==> src/design/toeq_pkg.sv <==
// toeq_pkg: shared types, command and status codes for the time-ordered event queue
`timescale 1ns / 1ps
package toeq_pkg;

  localparam int unsigned DEF_QUEUE_DEPTH = 16;
  localparam int unsigned TIME_W          = 32;
  localparam int unsigned PAYLOAD_W       = 16;

  // input command codes
  typedef enum logic [1:0] {
    CMD_APPEND = 2'd0,
    CMD_INSERT = 2'd1,
    CMD_REMOVE = 2'd2,
    CMD_CLEAR  = 2'd3
  } cmd_t;

  // result status codes
  localparam logic [1:0] ST_OK    = 2'd0;
  localparam logic [1:0] ST_EMPTY = 2'd1;
  localparam logic [1:0] ST_FULL  = 2'd2;

  // per-cell operation broadcast along the row
  typedef enum logic [1:0] {
    OP_HOLD   = 2'd0,
    OP_STORE  = 2'd1,
    OP_REMOVE = 2'd2
  } op_t;

  // one stored event
  typedef struct packed {
    logic [TIME_W-1:0]    ev_time;
    logic [PAYLOAD_W-1:0] ev_payload;
  } entry_t;

  // control broadcast from the top level to every cell
  typedef struct packed {
    op_t    op;
    logic   ordered;
    entry_t word;
  } cell_ctrl_t;

endpackage

==> src/design/toeq_cell.sv <==
// toeq_cell: one queue slot with local compare and shift toward either neighbor
`timescale 1ns / 1ps
module toeq_cell #(
  parameter int unsigned INDEX = 0,
  parameter int unsigned CNT_W = 5
) (
  input  logic                clk,
  input  toeq_pkg::cell_ctrl_t ctrl,
  input  logic [CNT_W-1:0]    count,
  input  toeq_pkg::entry_t    left,
  input  toeq_pkg::entry_t    right,
  input  logic                claim_in,
  output logic                claim_out,
  output toeq_pkg::entry_t    data
);

  logic occupied;
  logic mark;

  // this slot is the insert point if it is free, or, for an ordered insert, holds a time not below the new one
  assign occupied  = count > CNT_W'(INDEX);
  assign mark      = !occupied ||
                     (ctrl.ordered && !(data.ev_time < ctrl.word.ev_time));
  assign claim_out = claim_in | mark;

  // slots after the insert point take the left word, removal takes the right word
  always_ff @(posedge clk) begin
    unique case (ctrl.op)
      toeq_pkg::OP_STORE: begin
        if (claim_in) begin
          data <= left;
        end else if (mark) begin
          data <= ctrl.word;
        end
      end
      toeq_pkg::OP_REMOVE: begin
        data <= right;
      end
      default: begin
      end
    endcase
  end

endmodule

==> src/design/time_ordered_event_queue_top.sv <==
// time_ordered_event_queue_top: bounded time-ordered event queue built as a row of slot cells
//
//  channel  | handshake              | ports
//  ---------+------------------------+----------------------------------------------------
//  command  | start & !busy          | command, event_time, event_payload
//  result   | done, one cycle only   | head_valid, head_time, head_payload, status,
//           |                        | entry_total
//
// for every command the row of cells compares and shifts in parallel,
// and the result shows on done in the cycle after the command is taken.
// a new command can be taken in every cycle; busy is high only during reset.
// reset clears the entry count and the result strobe; slot contents stay as they are.
// the receiver cannot stall, so each result is shown for exactly one cycle.
`timescale 1ns / 1ps
module time_ordered_event_queue_top #(
  parameter int unsigned QUEUE_DEPTH = toeq_pkg::DEF_QUEUE_DEPTH,
  parameter int unsigned CNT_W       = $clog2(QUEUE_DEPTH + 1)
) (
  input  logic                           clk,
  input  logic                           rst,
  input  logic                           start,
  output logic                           busy,
  input  logic [1:0]                     command,
  input  logic [toeq_pkg::TIME_W-1:0]    event_time,
  input  logic [toeq_pkg::PAYLOAD_W-1:0] event_payload,
  output logic                           done,
  output logic                           head_valid,
  output logic [toeq_pkg::TIME_W-1:0]    head_time,
  output logic [toeq_pkg::PAYLOAD_W-1:0] head_payload,
  output logic [1:0]                     status,
  output logic [CNT_W-1:0]               entry_total
);

  logic                 accept;
  logic [CNT_W-1:0]     count;
  logic [CNT_W-1:0]     count_next;
  logic                 full;
  logic                 empty;
  toeq_pkg::cell_ctrl_t ctrl;
  toeq_pkg::entry_t     slot [QUEUE_DEPTH];
  logic [QUEUE_DEPTH:0] claim;
  logic                 head_valid_next;
  logic [1:0]           status_next;

  assign busy   = rst;
  assign accept = start & !rst;
  assign full   = count == CNT_W'(QUEUE_DEPTH);
  assign empty  = count == '0;

  // decode the command into a row operation, next count and result fields
  always_comb begin
    ctrl.op              = toeq_pkg::OP_HOLD;
    ctrl.ordered         = command == toeq_pkg::CMD_INSERT;
    ctrl.word.ev_time    = event_time;
    ctrl.word.ev_payload = event_payload;
    count_next           = count;
    head_valid_next      = 1'b0;
    status_next          = toeq_pkg::ST_OK;
    if (accept) begin
      unique case (toeq_pkg::cmd_t'(command))
        toeq_pkg::CMD_APPEND, toeq_pkg::CMD_INSERT: begin
          if (full) begin
            status_next = toeq_pkg::ST_FULL;
          end else begin
            ctrl.op    = toeq_pkg::OP_STORE;
            count_next = count + 1'b1;
          end
        end
        toeq_pkg::CMD_REMOVE: begin
          if (empty) begin
            status_next = toeq_pkg::ST_EMPTY;
          end else begin
            ctrl.op         = toeq_pkg::OP_REMOVE;
            count_next      = count - 1'b1;
            head_valid_next = 1'b1;
          end
        end
        toeq_pkg::CMD_CLEAR: begin
          count_next = '0;
        end
        default: begin
        end
      endcase
    end
  end

  // row of slot cells, head in cell 0
  assign claim[0] = 1'b0;
  for (genvar i = 0; i < QUEUE_DEPTH; i++) begin : g_cell
    toeq_pkg::entry_t left_word;
    toeq_pkg::entry_t right_word;
    if (i == 0) begin : g_first
      assign left_word = ctrl.word;
    end else begin : g_mid_left
      assign left_word = slot[i-1];
    end
    if (i == QUEUE_DEPTH - 1) begin : g_last
      assign right_word = slot[i];
    end else begin : g_mid_right
      assign right_word = slot[i+1];
    end
    toeq_cell #(
      .INDEX (i),
      .CNT_W (CNT_W)
    ) u_cell (
      .clk       (clk),
      .ctrl      (ctrl),
      .count     (count),
      .left      (left_word),
      .right     (right_word),
      .claim_in  (claim[i]),
      .claim_out (claim[i+1]),
      .data      (slot[i])
    );
  end

  // entry count and result strobe
  always_ff @(posedge clk) begin
    if (rst) begin
      count <= '0;
      done  <= 1'b0;
    end else begin
      count <= count_next;
      done  <= accept;
    end
  end

  // result word
  always_ff @(posedge clk) begin
    head_valid <= head_valid_next;
    status     <= status_next;
    if (head_valid_next) begin
      head_time    <= slot[0].ev_time;
      head_payload <= slot[0].ev_payload;
    end else begin
      head_time    <= '0;
      head_payload <= '0;
    end
  end

  assign entry_total = count;

endmodule

==> config.mk <==
export PLATFORM = sky130hd
export DESIGN_NAME = time_ordered_event_queue_top
export DESIGN_NICKNAME = d
export VERILOG_FILES = /design/src/design/toeq_pkg.sv /design/src/design/toeq_cell.sv /design/src/design/time_ordered_event_queue_top.sv
export SDC_FILE = /design/constraint.sdc
export NUM_CORES = 2
export LEC_CHECK = 0
export CELL_PAD_IN_SITES_DETAIL_PLACEMENT = 1
export CELL_PAD_IN_SITES_GLOBAL_PLACEMENT = 1
export CORE_MARGIN = 2
export CORE_UTILIZATION = 30
export DETAILED_ROUTE_END_ITERATION = 16
export DONT_BUFFER_PORTS = 1
export PLACE_DENSITY = 0.64
export SETUP_SLACK_MARGIN = 0.2
export SYNTH_ARGS = -nofsm -noshare
export SYNTH_HDL_FRONTEND = slang
export SYNTH_HIERARCHICAL = 1
export SYNTH_SLANG_ARGS = --single-unit
==> constraint.sdc <==
create_clock -name clk -period 26.9 [get_ports clk]
set_input_delay 5.38 -clock clk [delete_from_list [all_inputs] [get_ports clk]]
set_output_delay 5.38 -clock clk [all_outputs]
set_load 0.1 [all_outputs]
**Word level (Yosys, flattened, before mapping)**

Index checks and enable logic that the tools add are counted.

- Bits in registers: 825
- Latch bits: 0
- RAM bits: 0
- Bits in read-only memories: 0
- Bits of input ports: 53
- Logic and storage cells: 256
- Memories kept: 0

- Add/sub/neg operators: 2
- Multiply operators: 0
- Divide/modulo/power cells: 0
- Magnitude comparators: 32
- Eq/ne operators: 23
- Shifts and indexed selects: 0
- Multiplexer cells: 59
- Bitwise operators: 15
- Reduce and logical (&&, ||, !) cells: 87

Operator list:

| cell | number |
|---|---|
| 48-bit 2-to-1 mux | 31 |
| 48-bit one-hot mux with 2 select lines | 15 |
| 32-bit < comparator | 16 |
| 3-bit by 1-bit != test with 1-bit output (second input constant) | 14 |
| 5-bit by 4-bit > comparator with 1-bit output (second input constant) | 8 |
| 1-bit zero test | 33 |
| 2-bit AND reduction | 16 |
| 5-bit by 3-bit > comparator with 1-bit output (second input constant) | 4 |
| 1-bit logical AND | 16 |
| 1-bit logical OR | 16 |
| 5-bit one-hot mux with 3 select lines | 1 |
| 1-bit OR | 14 |
| 5-bit by 1-bit > comparator with 1-bit output (second input constant) | 2 |
| 5-bit by 2-bit > comparator with 1-bit output (second input constant) | 2 |
| 5-bit 2-to-1 mux | 2 |
| 2-bit one-hot mux with 2 select lines | 2 |
| 2-bit equality test (second input constant) | 3 |
| 2-bit 2-to-1 mux | 3 |
| 5-bit by 1-bit adder with 5-bit output (second input constant) | 1 |
| 5-bit equality test (second input constant) | 1 |
| 5-bit zero test | 1 |
| 1-bit 2-to-1 mux | 5 |
| 5-bit by 1-bit subtractor with 5-bit output (second input constant) | 1 |
| 2-bit by 1-bit equality test with 1-bit output (second input constant) | 2 |
| other kinds (7) | 9 |

**Logic depth before layout (Yosys ltp)**

- Word-level depth: 20
- Gate-level depth with buffers: 91
- Depth with buffers taken out: 76

**Cells and area by module**

The synthesis kept the hierarchy.

By module, submodules not included:

| module | times used | cells each | area each (um^2) | sequential area each (um^2) |
|---|---|---|---|---|
| toeq_cell (g_cell[4].u_cell ...) | 2 | 327 | 3,270.6 | 1,441.4 |
| toeq_cell (g_cell[0].u_cell ...) | 2 | 328 | 3,234.4 | 1,441.4 |
| toeq_cell (g_cell[11].u_cell ...) | 2 | 328 | 3,230.6 | 1,441.4 |
| toeq_cell (g_cell[6].u_cell) | 1 | 325 | 3,266.9 | 1,441.4 |
| toeq_cell (g_cell[14].u_cell) | 1 | 326 | 3,265.6 | 1,441.4 |
| toeq_cell (g_cell[15].u_cell) | 1 | 327 | 3,264.4 | 1,441.4 |
| toeq_cell (g_cell[10].u_cell) | 1 | 327 | 3,258.1 | 1,441.4 |
| toeq_cell (g_cell[1].u_cell) | 1 | 326 | 3,245.6 | 1,441.4 |
| toeq_cell (g_cell[13].u_cell) | 1 | 325 | 3,243.1 | 1,441.4 |
| toeq_cell (g_cell[3].u_cell) | 1 | 323 | 3,241.9 | 1,441.4 |
| toeq_cell (g_cell[12].u_cell) | 1 | 328 | 3,236.9 | 1,441.4 |
| toeq_cell (g_cell[9].u_cell) | 1 | 326 | 3,235.6 | 1,441.4 |
| toeq_cell (g_cell[5].u_cell) | 1 | 328 | 3,233.1 | 1,441.4 |
| time_ordered_event_queue_top | 1 | 160 | 1,839.3 | 1,141.1 |

**Worst setup path after synthesis**

OpenSTA, ideal clock, no wires.

- Path type: input -> register
- From: input event_time[29] (netlist bit)
- To: register g_cell[15].u_cell/data[0] (netlist bit), enable pin
- Setup time: 0.584 ns
- Data arrival time: 21.477 ns
- Data required time: 26.316 ns
- Path slack: 4.839 ns
- Cell stages on the path: 91
- Buffers on the path: 15
- Cells stage by stage: inv_1 ha_1 a211oi_1 nor2_1 a2111oi_0 o211ai_1 a21oi_1 nor2_1 clkbuf_1 clkinv_1 o41ai_1 a2111oi_0 o211ai_1 a31oi_1 nor2_1 clkbuf_1 or2_2 a2111oi_0 [... 55 more ...] o211ai_1 a21oi_1 nor2_1 clkbuf_1 a2111oi_0 nand3_1 a41oi_1 nor2_1 clkbuf_1 or2_1 a2111o_1 nor2_1 a21oi_1 clkbuf_1 nand2b_4 or4_4 nor4_2 a21oi_1

- Cells in the longest elaborated chain, start to end: 20
- Elaborated cells between the ends (all ways): 80

Ends and longest elaborated chain:

| item | RTL line | source |
|---|---|---|
| start: declaration | time_ordered_event_queue_top.sv:24 | `input logic [toeq_pkg::TIME_W-1:0] event_time,` |
| 32-bit < comparator | toeq_cell.sv:23 | `(ctrl.ordered && !(data.ev_time < ctrl.word.ev_time));` |
| 1-bit zero test | toeq_cell.sv:23 |  |
| 1-bit logical AND | toeq_cell.sv:23 |  |
| 1-bit logical OR | toeq_cell.sv:22 | `assign mark = !occupied \|\|` |
| named net claim[1] | time_ordered_event_queue_top.sv:41 | `logic [QUEUE_DEPTH:0] claim;` |
| 1-bit OR | toeq_cell.sv:24 | `assign claim_out = claim_in \| mark;` |
| named net claim[2] | time_ordered_event_queue_top.sv:41 |  |
| 1-bit OR | toeq_cell.sv:24 |  |
| named net claim[3] | time_ordered_event_queue_top.sv:41 |  |
| [... 1 more ...] | -- |  |
| named net claim[4] | time_ordered_event_queue_top.sv:41 |  |
| [... 1 more ...] | -- |  |
| named net claim[5] | time_ordered_event_queue_top.sv:41 |  |
| [... 1 more ...] | -- |  |
| named net claim[6] | time_ordered_event_queue_top.sv:41 |  |
| [... 1 more ...] | -- |  |
| named net claim[7] | time_ordered_event_queue_top.sv:41 |  |
| [... 1 more ...] | -- |  |
| named net claim[8] | time_ordered_event_queue_top.sv:41 |  |
| [... 1 more ...] | -- |  |
| named net claim[9] | time_ordered_event_queue_top.sv:41 |  |
| [... 1 more ...] | -- |  |
| named net claim[10] | time_ordered_event_queue_top.sv:41 |  |
| [... 1 more ...] | -- |  |
| named net claim[11] | time_ordered_event_queue_top.sv:41 |  |
| [... 1 more ...] | -- |  |
| named net claim[12] | time_ordered_event_queue_top.sv:41 |  |
| 1-bit OR | toeq_cell.sv:24 |  |
| named net claim[13] | time_ordered_event_queue_top.sv:41 |  |
| 1-bit OR | toeq_cell.sv:24 |  |
| named net claim[14] | time_ordered_event_queue_top.sv:41 |  |
| 1-bit OR | toeq_cell.sv:24 |  |
| named net claim[15] | time_ordered_event_queue_top.sv:41 |  |
| 2-bit nonzero test (no line) | -- |  |
| 2-bit AND reduction (no line) | -- |  |
| end signal: assignment | toeq_cell.sv:31 | `data <= left;` |
| end signal: assignment | toeq_cell.sv:33 | `data <= ctrl.word;` |
| end signal: assignment | toeq_cell.sv:37 | `data <= right;` |
| end: declaration | toeq_cell.sv:14 | `output toeq_pkg::entry_t data` |

The timed path passes the listed nets, and every way through them passes these cells.
A chain may end at the register's enable or synchronous reset.

**Worst setup path in the final report**

- From: input event_time[2] (netlist bit)
- To: register g_cell[15].u_cell/data[20] (netlist bit), enable pin

The elaborated chain is that of the path after synthesis.

==> metrics.md <==
| Metric | Value |
|---|---|
| Outcome | finished clean |
| Clock Latency Late Sink | 740 ps |
| Placed Area | 56,400 um^2 |
| Via count | 40,100 |
| Final Instance Area | 59,700 um^2 |
| Total track usage | 17.3% |
| Highest clock rate | 0.0398 GHz |
| Drt drc | 0 |
| Slew headroom | 22.6% |
| DRT Wirelength | 158,000 um |
| GPL Wtd Cong | 0.792 |
| CTS tree | built |
| Die Wd | 427 um |
| Final min period | 25,100 ps |
| Sw Ratio | 25.9% |
| Clock power frac | 42.9% |
| P_leak | 27.0 nW |
| Net Count, Synth | 5,934 |
| Unrepaired setup endpoints after global routing | no |
| Initial core utilization | 30.2% |
| Antenna Nets Post-Route | 0 |
| Multi-input gate area | 26,900 um^2 |
| IO Pins | 111 |
| Max FO, Critical Path | 50 |
| DR iter-0 viols | 2,099 |
| Clock buffer depth | 3 |
| Routed len/inst | 20.6 um |
| First-pass GRT wire length | 252,000 um |
| Number of nets in the layout | 5,820 |
| NetSw | 843 uW |
| MaxCap Viol Count | 0 |
| Total CTS buffers | 98 |
| Number of diodes | 0 |
| FF+latch area | 24,200 um^2 |
| Worst Max-Slew Pin Slew | 1150 ps |
| Area Growth Syn to Fin | 11.1% |
| IO Port Bufs | 0 |
| Sequential power share | 46.7% |
| Setup TNS | 0 ps |
| Antenna violations before repair | 2 |
| Vias per Instance | 5.20 |
| Sink Count | 825 |
| Cell Area, Synth | 53,800 um^2 |
| H-Tree Depth | 3 |
| Worst vdd ir | 0.0545 mV |
| WP data arrival | 25,530 ps |
| Die height | 427 um |
| Cts-stage hold buffer count | 0 |
| Core Area | 178,000 um^2 |
| Reg2Reg Setup Slack | 6080 ps |
| Post-DP HPWL | 113,000 um |
| Std cell rows | 155 |
| Vias in the first global route | 43,900 |
| Root Driver | clkbuf_16 |
| P_int | 2.41 mW |
| Worst-path clk slew | 60 ps |
| Synth Area per Inst | 9.99 um^2 |
| Setup CP Type | in2reg |
| Nature of the critical path startpoint | input port |
| Final setup fails | 0 |
| Worst Path Required | 27,320 ps |
| Reg2reg path depth | 78 |
| Fin. max-slew vios | 0 |
| Overflow after GRT | 0 |
| Pwr dens | 54.5 nW/um^2 |
| Post-route insts no fill | 7,708 |
| Final worst path period share | 93.3% |
| Hold depth | 1 |
| Inst Count DP | 7,525 |
| Comb pwr share | 10.3% |
| Hold Fails Final Rpt | 0 |
| Crit. End Element | flop |
| Setup Skew | 31.8 ps |
| CP max-delay cell | or4_1 |
| Die ar. | 183,000 um^2 |
| Post-Synthesis Cells | 5,384 |
| Crit-path max cell delay | 640 ps |
| Number of synthesis warnings | 6 |
| FILL cells | 20,000 |
| Most Frequent Cell on Critical Path | nor2_4 |
| Share of cells above drive strength 1 | 6.37% |
| Largest net degree at the start of global routing | 99 |
| HP Class | reg2reg |
| 1st-pass router iterations | 5 |
[per-layer routing]
layer | part of all wire (%) | vias to the layer above | global-route usage, %
met3 | 2.6 | 194 | 2.28
met1 | 47 | 20300 | 22.7
met2 | 49 | 444 | 30.1
li1 | - | 19100 | -
met4 | 1.6 | 2 | 3.53
met5 | 0.0082 | - | 0
[flip-flops by register name (all words and copies together), names as in the netlist]
signal              flops
done                    1
entry_total             5
g_cell.u_cell/data    768
head_payload           16
head_time              32
head_valid              1
status                  2
[worst max-delay path, delay by kind of cell]
kind | cells | cell delay (ps)
fa+ha+maj | 1 | 300
compound gates | 38 | 10500
simple gates | 31 | 6330
buf+inv | 9 | 2880
[power by group through the flow]
stage                     combinational [mW]  clock [mW]  sequential, mW
after floorplan                        0.237           0            1.54
after global placement                 0.314           0            1.55
after detailed placement               0.334           0            1.55
after CTS                              0.337        1.44            1.52
after global routing                   0.382        1.48            1.53
final                                  0.337        1.40            1.52
[area by class of cell]
| class | count | share of cell area (%) |
|---|---|---|
| clock buffers | 136 | 4.62 |
| clock inverters | 47 | 0.867 |
| inverters | 511 | 3.21 |
| multi-input cells | 3769 | 45.0 |
| flip-flops and latches | 825 | 40.5 |
| well taps | 2355 | 4.93 |
| repair buffers | 65 | 0.817 |
[placed cells by master, fill, tap and decap left out, types with 53 or more instances in the layout]
cell       instances
dfxtp_1           53
nand4_1           61
buf_4             65
edfxtp_1         768
a21oi_1          188
ha_1             497
clkbuf_16        101
mux2i_1          768
nand2_1          903
o21ai_1          356
inv_1            510
o21ai_0          486
nor2_1            83
[per-stage QoR]
step	hold WS, ps	setup slack, ps	total power [mW]	utilization (%)
finish	491	1800	3.26	33.5
floorplan	448	4860	1.77	-
detailed placement	488	57.5	1.88	31.6
global placement	488	1100	1.86	31.6
global route	531	259	3.39	33.5
CTS	506	714	3.30	33.5
[final timing paths]
check,start,endpoint
max,event_time[2],g_cell[15].u_cell/data[20]$_DFFE_PP_
min,g_cell[0].u_cell/data[13]$_DFFE_PP_,head_payload[13]$_SDFF_PN0_
max reg2reg,g_cell[0].u_cell/data[18]$_DFFE_PP_,g_cell[15].u_cell/data[20]$_DFFE_PP_
min reg2reg,g_cell[0].u_cell/data[13]$_DFFE_PP_,head_payload[13]$_SDFF_PN0_
[timing repair]
action	4_1_cts	5_1_grt
gates resized for setup	0	11
setup endpoints to repair	0	119
hold endpoints to repair	0	0
buffers inserted	0	0
Note: power is estimated with default switching activity, not from simulation.
